$ cat src/rtl/spcc_pkg.sv
`default_nettype none

package spcc_pkg;

  // Fixed field widths of the item and result ports
  localparam int XY_W   = 10;
  localparam int LINK_W = 10;
  // Major axis span of one filled gap, wide enough for the largest allowed gap
  localparam int GAP_W  = 7;

  localparam logic [LINK_W-1:0] COUNT_MAX    = '1;
  localparam logic [LINK_W-1:0] SHORT_STROKE = LINK_W'(3);

  // Operation codes
  localparam logic [1:0] OP_BEGIN = 2'd0;
  localparam logic [1:0] OP_ADD   = 2'd1;
  localparam logic [1:0] OP_END   = 2'd2;

  // Status codes
  localparam logic [1:0] ST_OK    = 2'd0;
  localparam logic [1:0] ST_LIMIT = 2'd1;
  localparam logic [1:0] ST_GAP   = 2'd2;

  typedef enum logic {
    KIND_SINGLE,
    KIND_LINE
  } cmd_kind_t;

  typedef enum logic {
    BK_IDLE,
    BK_STEP
  } back_state_t;

  typedef struct packed {
    logic signed [1:0] step_dx;
    logic signed [1:0] step_dy;
    logic              step_valid;
    logic [1:0]        status;
    logic              stroke_replaced;
    logic [LINK_W-1:0] link_count;
    logic              last;
  } res_t;

  typedef struct packed {
    cmd_kind_t         kind;
    res_t              single;
    logic              x_major;
    logic              neg_x;
    logic              neg_y;
    logic [GAP_W-1:0]  major;
    logic [GAP_W-1:0]  minor;
    logic [LINK_W-1:0] links_base;
  } cmd_t;

endpackage

`default_nettype wire

$ cat src/rtl/spcc_fifo.sv
`default_nettype none

module spcc_fifo #(
  parameter int WIDTH = 8,
  parameter int DEPTH = 2
) (
  input  wire logic             clk,
  input  wire logic             rst_n,
  input  wire logic             push,
  input  wire logic [WIDTH-1:0] wdata,
  output logic                  full,
  input  wire logic             pop,
  output logic [WIDTH-1:0]      rdata,
  output logic                  empty
);

  localparam int PTR_W = (DEPTH > 1) ? $clog2(DEPTH) : 1;
  localparam int CNT_W = $clog2(DEPTH + 1);

  logic [WIDTH-1:0] mem_r [DEPTH];
  logic [PTR_W-1:0] wr_ptr_r, wr_ptr_nxt;
  logic [PTR_W-1:0] rd_ptr_r, rd_ptr_nxt;
  logic [CNT_W-1:0] cnt_r, cnt_nxt;
  logic             do_push, do_pop;

  assign full    = (cnt_r == CNT_W'(DEPTH));
  assign empty   = (cnt_r == '0);
  assign do_push = push && !full;
  assign do_pop  = pop && !empty;
  assign rdata   = mem_r[rd_ptr_r];

  always_comb begin
    wr_ptr_nxt = wr_ptr_r;
    rd_ptr_nxt = rd_ptr_r;
    cnt_nxt    = cnt_r;
    if (do_push) begin
      wr_ptr_nxt = (wr_ptr_r == PTR_W'(DEPTH - 1)) ? '0 : wr_ptr_r + PTR_W'(1);
    end
    if (do_pop) begin
      rd_ptr_nxt = (rd_ptr_r == PTR_W'(DEPTH - 1)) ? '0 : rd_ptr_r + PTR_W'(1);
    end
    if (do_push && !do_pop) begin
      cnt_nxt = cnt_r + CNT_W'(1);
    end else if (do_pop && !do_push) begin
      cnt_nxt = cnt_r - CNT_W'(1);
    end
  end

  always_ff @(posedge clk) begin
    if (!rst_n) begin
      wr_ptr_r <= '0;
      rd_ptr_r <= '0;
      cnt_r    <= '0;
    end else begin
      wr_ptr_r <= wr_ptr_nxt;
      rd_ptr_r <= rd_ptr_nxt;
      cnt_r    <= cnt_nxt;
    end
  end

  always_ff @(posedge clk) begin
    if (do_push) begin
      mem_r[wr_ptr_r] <= wdata;
    end
  end

endmodule

`default_nettype wire

$ cat src/rtl/spcc_front.sv
`default_nettype none

module spcc_front #(
  parameter int MAX_LINKS  = 500,
  parameter int MAX_GAP    = 64,
  parameter int COORD_BITS = 10
) (
  input  wire logic                       clk,
  input  wire logic                       rst_n,
  input  wire logic                       accept,
  input  wire logic [1:0]                 operation,
  input  wire logic [spcc_pkg::XY_W-1:0]  x,
  input  wire logic [spcc_pkg::XY_W-1:0]  y,
  output spcc_pkg::cmd_t                  cmd
);

  localparam int CW     = (COORD_BITS < spcc_pkg::XY_W) ? COORD_BITS : spcc_pkg::XY_W;
  localparam int GAP_W  = spcc_pkg::GAP_W;
  localparam int LINK_W = spcc_pkg::LINK_W;

  logic [CW-1:0]     prev_x_r, prev_x_nxt;
  logic [CW-1:0]     prev_y_r, prev_y_nxt;
  logic              has_prev_r, has_prev_nxt;
  logic [LINK_W-1:0] links_r, links_nxt;

  logic [CW-1:0]        px, py;
  logic signed [CW:0]   dxs, dys, neg_dx, neg_dy;
  logic [CW-1:0]        adx, ady, major_f, minor_f;
  logic                 x_major, near, same, too_wide;
  logic [GAP_W-1:0]     major_g, minor_g;
  logic [LINK_W:0]      line_sum;
  logic [LINK_W-1:0]    links_inc;

  assign px = x[CW-1:0];
  assign py = y[CW-1:0];

  always_comb begin
    dxs      = $signed({1'b0, px}) - $signed({1'b0, prev_x_r});
    dys      = $signed({1'b0, py}) - $signed({1'b0, prev_y_r});
    neg_dx   = -dxs;
    neg_dy   = -dys;
    adx      = dxs[CW] ? neg_dx[CW-1:0] : dxs[CW-1:0];
    ady      = dys[CW] ? neg_dy[CW-1:0] : dys[CW-1:0];
    x_major  = (adx >= ady);
    major_f  = x_major ? adx : ady;
    minor_f  = x_major ? ady : adx;
    near     = (adx <= CW'(1)) && (ady <= CW'(1));
    same     = (adx == '0) && (ady == '0);
    too_wide = ({{GAP_W{1'b0}}, major_f} > (CW + GAP_W)'(MAX_GAP));
    major_g  = GAP_W'({{GAP_W{1'b0}}, major_f});
    minor_g  = GAP_W'({{GAP_W{1'b0}}, minor_f});
    line_sum = {1'b0, links_r} + (LINK_W + 1)'(major_g);
    links_inc = (links_r == spcc_pkg::COUNT_MAX) ? links_r : links_r + LINK_W'(1);
  end

  // Classify the item and work out the state it leaves behind
  always_comb begin
    prev_x_nxt   = prev_x_r;
    prev_y_nxt   = prev_y_r;
    has_prev_nxt = has_prev_r;
    links_nxt    = links_r;

    cmd                        = '0;
    cmd.kind                   = spcc_pkg::KIND_SINGLE;
    cmd.single.status          = spcc_pkg::ST_OK;
    cmd.single.last            = 1'b1;
    cmd.x_major                = x_major;
    cmd.neg_x                  = dxs[CW];
    cmd.neg_y                  = dys[CW];
    cmd.major                  = major_g;
    cmd.minor                  = minor_g;
    cmd.links_base             = links_r;

    unique case (operation)
      spcc_pkg::OP_BEGIN: begin
        prev_x_nxt   = px;
        prev_y_nxt   = py;
        has_prev_nxt = 1'b1;
        links_nxt    = '0;
      end
      spcc_pkg::OP_END: begin
        if (links_r < spcc_pkg::SHORT_STROKE) begin
          links_nxt                  = LINK_W'(1);
          cmd.single.step_dx         = 2'sd1;
          cmd.single.step_valid      = 1'b1;
          cmd.single.stroke_replaced = 1'b1;
        end
      end
      spcc_pkg::OP_ADD: begin
        priority if (links_r > LINK_W'(MAX_LINKS)) begin
          cmd.single.status = spcc_pkg::ST_LIMIT;
        end else if (!has_prev_r) begin
          prev_x_nxt   = px;
          prev_y_nxt   = py;
          has_prev_nxt = 1'b1;
        end else if (same) begin
          // repeated point: a result without a link
        end else if (near) begin
          links_nxt             = links_inc;
          prev_x_nxt            = px;
          prev_y_nxt            = py;
          cmd.single.step_valid = 1'b1;
          cmd.single.step_dx    = (adx == '0) ? 2'sd0 : (dxs[CW] ? -2'sd1 : 2'sd1);
          cmd.single.step_dy    = (ady == '0) ? 2'sd0 : (dys[CW] ? -2'sd1 : 2'sd1);
        end else if (too_wide) begin
          cmd.single.status = spcc_pkg::ST_GAP;
        end else begin
          cmd.kind   = spcc_pkg::KIND_LINE;
          links_nxt  = line_sum[LINK_W] ? spcc_pkg::COUNT_MAX : line_sum[LINK_W-1:0];
          prev_x_nxt = px;
          prev_y_nxt = py;
        end
      end
      default: begin
      end
    endcase

    cmd.single.link_count = links_nxt;
  end

  always_ff @(posedge clk) begin
    if (!rst_n) begin
      prev_x_r   <= '0;
      prev_y_r   <= '0;
      has_prev_r <= 1'b0;
      links_r    <= '0;
    end else if (accept) begin
      prev_x_r   <= prev_x_nxt;
      prev_y_r   <= prev_y_nxt;
      has_prev_r <= has_prev_nxt;
      links_r    <= links_nxt;
    end
  end

endmodule

`default_nettype wire

$ cat src/rtl/spcc_back.sv
`default_nettype none

module spcc_back (
  input  wire logic           clk,
  input  wire logic           rst_n,
  input  wire logic           cmd_empty,
  input  wire spcc_pkg::cmd_t cmd,
  output logic                cmd_pop,
  input  wire logic           res_full,
  output logic                res_push,
  output spcc_pkg::res_t      res
);

  localparam int GAP_W  = spcc_pkg::GAP_W;
  localparam int LINK_W = spcc_pkg::LINK_W;

  spcc_pkg::back_state_t state_r, state_nxt;

  logic              x_major_r, x_major_nxt;
  logic              neg_x_r, neg_x_nxt;
  logic              neg_y_r, neg_y_nxt;
  logic [GAP_W-1:0]  major_r, major_nxt;
  logic [GAP_W-1:0]  minor_r, minor_nxt;
  logic [GAP_W-1:0]  err_r, err_nxt;
  logic [GAP_W-1:0]  k_r, k_nxt;
  logic [LINK_W-1:0] count_r, count_nxt;

  logic [GAP_W:0]    err_sum, err_sub;
  logic              side;
  logic [GAP_W-1:0]  k_inc;
  logic [LINK_W-1:0] count_inc;
  logic signed [1:0] sx, sy;

  always_comb begin
    err_sum   = {1'b0, err_r} + {1'b0, minor_r};
    err_sub   = err_sum - {1'b0, major_r};
    side      = (err_sum > {1'b0, major_r});
    k_inc     = k_r + GAP_W'(1);
    count_inc = (count_r == spcc_pkg::COUNT_MAX) ? count_r : count_r + LINK_W'(1);
    sx        = neg_x_r ? -2'sd1 : 2'sd1;
    sy        = neg_y_r ? -2'sd1 : 2'sd1;
  end

  always_comb begin
    state_nxt   = state_r;
    x_major_nxt = x_major_r;
    neg_x_nxt   = neg_x_r;
    neg_y_nxt   = neg_y_r;
    major_nxt   = major_r;
    minor_nxt   = minor_r;
    err_nxt     = err_r;
    k_nxt       = k_r;
    count_nxt   = count_r;
    cmd_pop     = 1'b0;
    res_push    = 1'b0;
    res         = cmd.single;

    unique case (state_r)
      spcc_pkg::BK_IDLE: begin
        if (!cmd_empty) begin
          if (cmd.kind == spcc_pkg::KIND_LINE) begin
            // load the stepper; links follow from the BK_STEP state
            cmd_pop     = 1'b1;
            x_major_nxt = cmd.x_major;
            neg_x_nxt   = cmd.neg_x;
            neg_y_nxt   = cmd.neg_y;
            major_nxt   = cmd.major;
            minor_nxt   = cmd.minor;
            err_nxt     = cmd.minor;
            k_nxt       = '0;
            count_nxt   = cmd.links_base;
            state_nxt   = spcc_pkg::BK_STEP;
          end else if (!res_full) begin
            cmd_pop  = 1'b1;
            res_push = 1'b1;
          end
        end
      end
      spcc_pkg::BK_STEP: begin
        res                 = '0;
        res.status          = spcc_pkg::ST_OK;
        res.step_valid      = 1'b1;
        res.step_dx         = (x_major_r || side) ? sx : 2'sd0;
        res.step_dy         = (!x_major_r || side) ? sy : 2'sd0;
        res.link_count      = count_inc;
        res.last            = (k_inc == major_r);
        if (!res_full) begin
          res_push  = 1'b1;
          err_nxt   = side ? err_sub[GAP_W-1:0] : err_sum[GAP_W-1:0];
          k_nxt     = k_inc;
          count_nxt = count_inc;
          if (k_inc == major_r) begin
            state_nxt = spcc_pkg::BK_IDLE;
          end
        end
      end
      default: begin
        state_nxt = spcc_pkg::BK_IDLE;
      end
    endcase
  end

  always_ff @(posedge clk) begin
    if (!rst_n) begin
      state_r <= spcc_pkg::BK_IDLE;
    end else begin
      state_r <= state_nxt;
    end
  end

  always_ff @(posedge clk) begin
    x_major_r <= x_major_nxt;
    neg_x_r   <= neg_x_nxt;
    neg_y_r   <= neg_y_nxt;
    major_r   <= major_nxt;
    minor_r   <= minor_nxt;
    err_r     <= err_nxt;
    k_r       <= k_nxt;
    count_r   <= count_nxt;
  end

endmodule

`default_nettype wire

$ cat src/rtl/stroke_point_to_chain_code.sv
`default_nettype none

// Stroke point to chain-code converter. Feed the pen points of a handwriting
// stroke (operation begin, add, end) through the push/full queue port and pop
// unit chain-code links from the result queue port. Every item gives at least
// one result; the final result of an item carries last. A begin, an end, a
// refused or repeated add, and an add one pixel from the previous point give
// one result each; an add farther away is filled with a stepped straight line
// and gives one link per step along the larger axis (up to MAX_GAP links).
// Timing: the front end takes one item per cycle while the two-entry command
// queue has room; the back end passes each single result on as it is popped,
// and loads a gap into the DDA stepper, which then gives one link per cycle
// while the result queue has room. Results wait in a two-entry output queue,
// so the stepper can run ahead of a stalled consumer until that queue fills.
module stroke_point_to_chain_code #(
  parameter int MAX_LINKS  = 500,
  parameter int MAX_GAP    = 64,
  parameter int COORD_BITS = 10
) (
  input  wire logic                                clk,
  input  wire logic                                rst_n,
  // item side
  input  wire logic                                push,
  output logic                                     full,
  input  wire logic [1:0]                          in_operation,
  input  wire logic [spcc_pkg::XY_W-1:0]           in_x,
  input  wire logic [spcc_pkg::XY_W-1:0]           in_y,
  // result side
  output logic                                     empty,
  input  wire logic                                pop,
  output logic signed [1:0]                        out_step_dx,
  output logic signed [1:0]                        out_step_dy,
  output logic                                     out_step_valid,
  output logic [1:0]                               out_status,
  output logic                                     out_stroke_replaced,
  output logic [spcc_pkg::LINK_W-1:0]              out_link_count,
  output logic                                     out_last
);

  localparam int CMD_W = $bits(spcc_pkg::cmd_t);
  localparam int RES_W = $bits(spcc_pkg::res_t);

  spcc_pkg::cmd_t cmd_in, cmd_out;
  spcc_pkg::res_t res_in, res_out;
  logic           in_accept;
  logic           cmd_empty, cmd_pop;
  logic           res_full, res_push;

  // accept a beat whenever the command queue has room
  assign in_accept = push && !full;

  spcc_front #(
    .MAX_LINKS  (MAX_LINKS),
    .MAX_GAP    (MAX_GAP),
    .COORD_BITS (COORD_BITS)
  ) u_front (
    .clk       (clk),
    .rst_n     (rst_n),
    .accept    (in_accept),
    .operation (in_operation),
    .x         (in_x),
    .y         (in_y),
    .cmd       (cmd_in)
  );

  // decouple classification from the stepper
  spcc_fifo #(
    .WIDTH (CMD_W),
    .DEPTH (2)
  ) u_cmd_q (
    .clk   (clk),
    .rst_n (rst_n),
    .push  (push),
    .wdata (cmd_in),
    .full  (full),
    .pop   (cmd_pop),
    .rdata (cmd_out),
    .empty (cmd_empty)
  );

  spcc_back u_back (
    .clk       (clk),
    .rst_n     (rst_n),
    .cmd_empty (cmd_empty),
    .cmd       (cmd_out),
    .cmd_pop   (cmd_pop),
    .res_full  (res_full),
    .res_push  (res_push),
    .res       (res_in)
  );

  // hold results for the consumer so the stepper can run ahead
  spcc_fifo #(
    .WIDTH (RES_W),
    .DEPTH (2)
  ) u_res_q (
    .clk   (clk),
    .rst_n (rst_n),
    .push  (res_push),
    .wdata (res_in),
    .full  (res_full),
    .pop   (pop),
    .rdata (res_out),
    .empty (empty)
  );

  assign out_step_dx         = res_out.step_dx;
  assign out_step_dy         = res_out.step_dy;
  assign out_step_valid      = res_out.step_valid;
  assign out_status          = res_out.status;
  assign out_stroke_replaced = res_out.stroke_replaced;
  assign out_link_count      = res_out.link_count;
  assign out_last            = res_out.last;

`ifndef SYNTHESIS
  // the back end never pushes into a full result queue
  a_no_overrun: assert property (@(posedge clk) disable iff (!rst_n)
    res_push |-> !res_full)
    else $error("result pushed while result queue full");

  // a result without a link carries no move
  a_no_move_without_link: assert property (@(posedge clk) disable iff (!rst_n)
    (!empty && !out_step_valid) |-> (out_step_dx == 2'sd0 && out_step_dy == 2'sd0))
    else $error("move on a result without a link");

  // a refused add is a single result without a link
  a_refusal_single: assert property (@(posedge clk) disable iff (!rst_n)
    (!empty && out_status != spcc_pkg::ST_OK) |-> (out_last && !out_step_valid))
    else $error("refused item produced a link or more results");

  // a popped command is consumed only when it is present
  a_cmd_pop_valid: assert property (@(posedge clk) disable iff (!rst_n)
    cmd_pop |-> !cmd_empty)
    else $error("command popped from an empty queue");
`endif

endmodule

`default_nettype wire
$ cat config.mk
export PLATFORM = sky130hd
export DESIGN_NAME = stroke_point_to_chain_code
export DESIGN_NICKNAME = d
export VERILOG_FILES = /design/src/rtl/spcc_pkg.sv /design/src/rtl/spcc_fifo.sv /design/src/rtl/spcc_front.sv /design/src/rtl/spcc_back.sv /design/src/rtl/stroke_point_to_chain_code.sv
export SDC_FILE = /design/constraint.sdc
export NUM_CORES = 1
export LEC_CHECK = 0
export ABC_AREA = 0
export BUFFER_PORTS_ARGS = -buffer_cell sky130_fd_sc_hd__clkbuf_2
export CORE_AREA = 3 3 163 204
export CTS_BUF_LIST = sky130_fd_sc_hd__clkbuf_8
export DETAILED_ROUTE_END_ITERATION = 16
export DIE_AREA = 0 0 166 207
export PLACE_DENSITY = 0.6
export SLEW_MARGIN = 20
export SYNTH_ARGS = -nofsm -noshare
export SYNTH_HDL_FRONTEND = slang
export SYNTH_SLANG_ARGS = --single-unit
$ cat constraint.sdc
create_clock -name clk -period 7 [get_ports clk]
set_clock_uncertainty 0.1 [all_clocks]
set_input_delay 0.35 -clock clk [delete_from_list [all_inputs] [get_ports clk]]
set_output_delay 0.35 -clock clk [all_outputs]
set_load 0.01 [all_outputs]
==> impl_results.md <==
- R2R Path End: u_cmd_q.mem_r[0][32]
- TritonCTS Buffers: 37
- Clock power frac: between 10% and 20%
- Leakage: about 5.3 nW
- Clk buf depth: 3
- Critical path peak fanout: 11
- Final wirelength: 26830 um
- Crit path kind: in -> reg
- Combinational power share: a little under half
- Largest delay share family, worst path: simple AND/OR/NAND/NOR gates
- Largest area contributor in the netlist: edfxtp_1
- First-pass GRT wire length: roughly 44000 um
- Hold/Removal Path Class: in -> reg
- TritonCTS Sinks: around 210
- Vert. Die Dim: between 200 and 250 um
- Dpl ws: between 100 and 150 ps
- Reg2reg setup slack: 580 ps
- HPWL after DPL: approximately 19000 um
- Finished Layout Cells: around 1700
- CTS tree: done
- Area of the mapped netlist: 12220 sq um
- Dpl cells: ~1600
- Worst reg2reg path depth: 31
- RSZ-0062 raised after global routing: no
- Post-Layout Inst Area: 14040 sq um
- FMAX: ~150 MHz
- Crit path DAT: between 6000 and 7000 ps
- Die X: 166 um
- Post-synthesis register bit count: between 200 and 250
- Pin count of the biggest net entering global routing: 65
- Max H-tree Level: 2
- Worst path slowest cell: dlygate4sd3_1
- Initial Util: between 30% and 40%
- CP Capture Type: register
- Hold path startpoint: pop
- Endpoints failing setup: 0
- Outcome: complete, no violations
- Tightest Pin Transition: 935.8 ps
- Final WS setup: between 400 and 500 ps
- # diodes: 0
- Most frequent cell after synthesis: edfxtp_1
- DRC: 0
- Routed vias/inst: approximately 5.2
- Worst ir drop on vdd: approximately 0.16 mV
- Netlist cell types: 73
- Drt wl/cell: approximately 16 um
- CP most frequent cell: inv_1
- Yosys top cell area share: between 40% and 50%
- DRT Pass-1 Iters: 5
- Net Sw Frac: ~38%
- Syn Nets: around 1200
- Buffers and inverters on the worst path: 8
- Startpoint Class: primary input
- CP Data Required Time: between 7000 and 8000 ps
- Internal power: roughly 3.6 mW
- Die area: approximately 34000 sq um
- Synth Warn #: 0
- Max-Slew Margin vs Limit: a little under two fifths
- Synth area leaders: edfxtp_1, dfxtp_1, ha_1
- Vias: a little under 9000
- Iteration-0 DRC Markers: between 300 and 400
- Reg clk slew, reported paths: approximately 60 ps
- PD cells: 411.3 nW/um^2
- Fillcell total: around 3000
- Max-cap viol count: 0
- Post-route ant nets: 0
- Clock Tree Root: clkbuf_8
- Area added between synthesis and finish: 14.87%
- Synth Flop Type: edfxtp_1
- Post-DP Area: between 10000 and 15000 sq um
- Post-synthesis sequential area ratio: between 40% and 50%
- Synthesized area per cell: 10.69 sq um
- Core ar.: about 32000 sq um
- Worst-Skew Late Latency: approximately 550 ps
- FP Rows: 73
- Initial antenna violation count: 0
- IO Port Bufs: between 40 and 50
- I/O pin count: 47
- Layout cells sized above 1: 16.42%
- Clock period minus worst slack: approximately 6600 ps
- EDFF count, synth: about 170
- Setup TNS Final: 0 ps
- Max-slew violations: 0
- Sw Pwr: around 2.2 mW
- Aggregate global routing overflow: 0
- Number of global-route vias before repair: slightly below 9000
- Slowest cell delay on critical path: around 530 ps
- Ys async rst share: 0%
- GRT Resource Usage Total: 15.43%
- Fin. Hold Viols: 0
- Nets@finish: 1326
- Number of cells on the critical path: 34
- WHS Path Cells: 4
- Mapped Cells: 1143
- Reg power frac: 35.3%
- Most frequent cells after synthesis: edfxtp_1, nand2_1, nor2_1
- Final RePlAce weighted congestion: about 0.91
- R2r startpoint: u_front.prev_x_r[0]
- Final Cycle Share: 93.97%
- Pwr Total: between 5 and 6 mW
state kept, by name, indices dropped and copies added (netlist names), 2 cells and up, named ones only:
signal	flops
u_back.k_r	7
u_back.minor_r	7
u_res_q.cnt_r	2
u_front.prev_y_r	10
u_cmd_q.mem_r	92
u_cmd_q.cnt_r	2
u_front.prev_x_r	10
u_back.major_r	7
u_res_q.mem_r	38
u_back.count_r	10
u_front.links_r	10
u_back.err_r	7
power by group through the flow:
| stage | clock network (mW) | registers, mW | logic [mW] |
|---|---|---|---|
| finish | 1.13 | 2.04 | 2.61 |
| global route | 1.23 | 2.08 | 2.95 |
| CTS | 1.18 | 2.04 | 2.62 |
| detailed placement | 0 | 2.06 | 2.59 |
| global placement | 0 | 2.05 | 2.55 |
| floorplan | 0 | 2.02 | 1.91 |
cell usage in the layout, fill, tap and decap left out, types with 9 or more instances in the layout:
master,synthesis,routed
dlygate4sd3_1,0,20
nand2_1,93,93
o21ai_0,53,48
nor2b_1,13,13
o21a_1,10,10
clkbuf_2,0,46
and3_1,18,17
nor2_1,76,75
edfxtp_1,171,171
mux2_2,39,39
inv_1,72,81
ha_1,63,63
mux2i_1,61,61
clkbuf_8,0,40
a21o_1,15,15
nand3_1,38,38
a21boi_0,24,23
a21oi_1,64,62
nor3_1,19,16
xor2_1,22,21
nand4_1,9,9
and2_1,12,12
a31oi_1,14,13
buf_4,3,29
dfxtp_1,42,41
xnor2_1,40,39
worst register-to-register path: cells and delay by family (launching register included):
| family | cells | cell delay [ps] |
|---|---|---|
| muxes | 1 | 110 |
| xor gates and xnor gates | 2 | 480 |
| AOI/OAI and AO/OA | 12 | 2260 |
| DFF | 1 | 340 |
| buffers and inverters | 5 | 540 |
| adders and majority gates | 5 | 1460 |
| and+or+nand+nor | 6 | 990 |
worst max path at each step:
stage                        from                    to  slack, ps
final                     in_y[0]  u_cmd_q.mem_r[0][32]        420
after global routing      in_x[0]  u_cmd_q.mem_r[0][29]         20
after CTS                 in_y[0]  u_cmd_q.mem_r[0][32]        140
after detailed placement  in_y[0]  u_cmd_q.mem_r[0][32]        120
after global placement    in_y[0]  u_cmd_q.mem_r[0][32]        270
after floorplan           in_y[0]  u_cmd_q.mem_r[0][32]        320
what timing repair did:
action | CTS | global route
hold endpoints to repair | 20 | 0
buffers inserted | 0 | 2
resized for setup | 0 | 17
hold buffers | 20 | 0
setup endpoints to repair | 0 | 25
cell type report:
type | instances | area (sq um) | area share (%)
clock buffer | 40 | 550.5 | 3.921
clock inverter | 28 | 192.7 | 1.372
inverter | 75 | 281.5 | 2.005
multi-input combinational | 810 | 5877 | 41.85
sequential | 213 | 5977 | 42.56
tap | 412 | 515.5 | 3.671
timing repair buffer | 95 | 648.1 | 4.616
through the flow:
| step | hold slack, ps | utilization, % |
|---|---|---|
| floorplan | 334.7 | - |
| global placement | 342.1 | 41.10 |
| detailed placement | 348.5 | 41.10 |
| CTS | 137.2 | 44.07 |
| global route | 176.3 | 44.31 |
| finish | 179.6 | 44.31 |
metal layers:
metal | up-vias | track usage [%] | wire, um
met3 | 53 | 2.749 | 1030
met4 | 0 | 6.026 | 820
met2 | 168 | 26.90 | 13180
met5 | - | 0 | 0
met1 | 4125 | 19.02 | 11790
li1 | 4389 | - | -
logic make-up (layout without fill, tap and decap cells):
logic type / Yosys count / after routing / share of synthesized area [%]
simple gates: 320 / 320 / 12.58
compound gates: 259 / 259 / 14.28
flops: 213 / 213 / 48.88
buf+inv: 120 / 238 / 3.828
mux: 100 / 100 / 8.588
fa+ha+maj: 68 / 68 / 7.267
xor+xnor: 63 / 63 / 4.575
(Power assumes the default switching activity.)
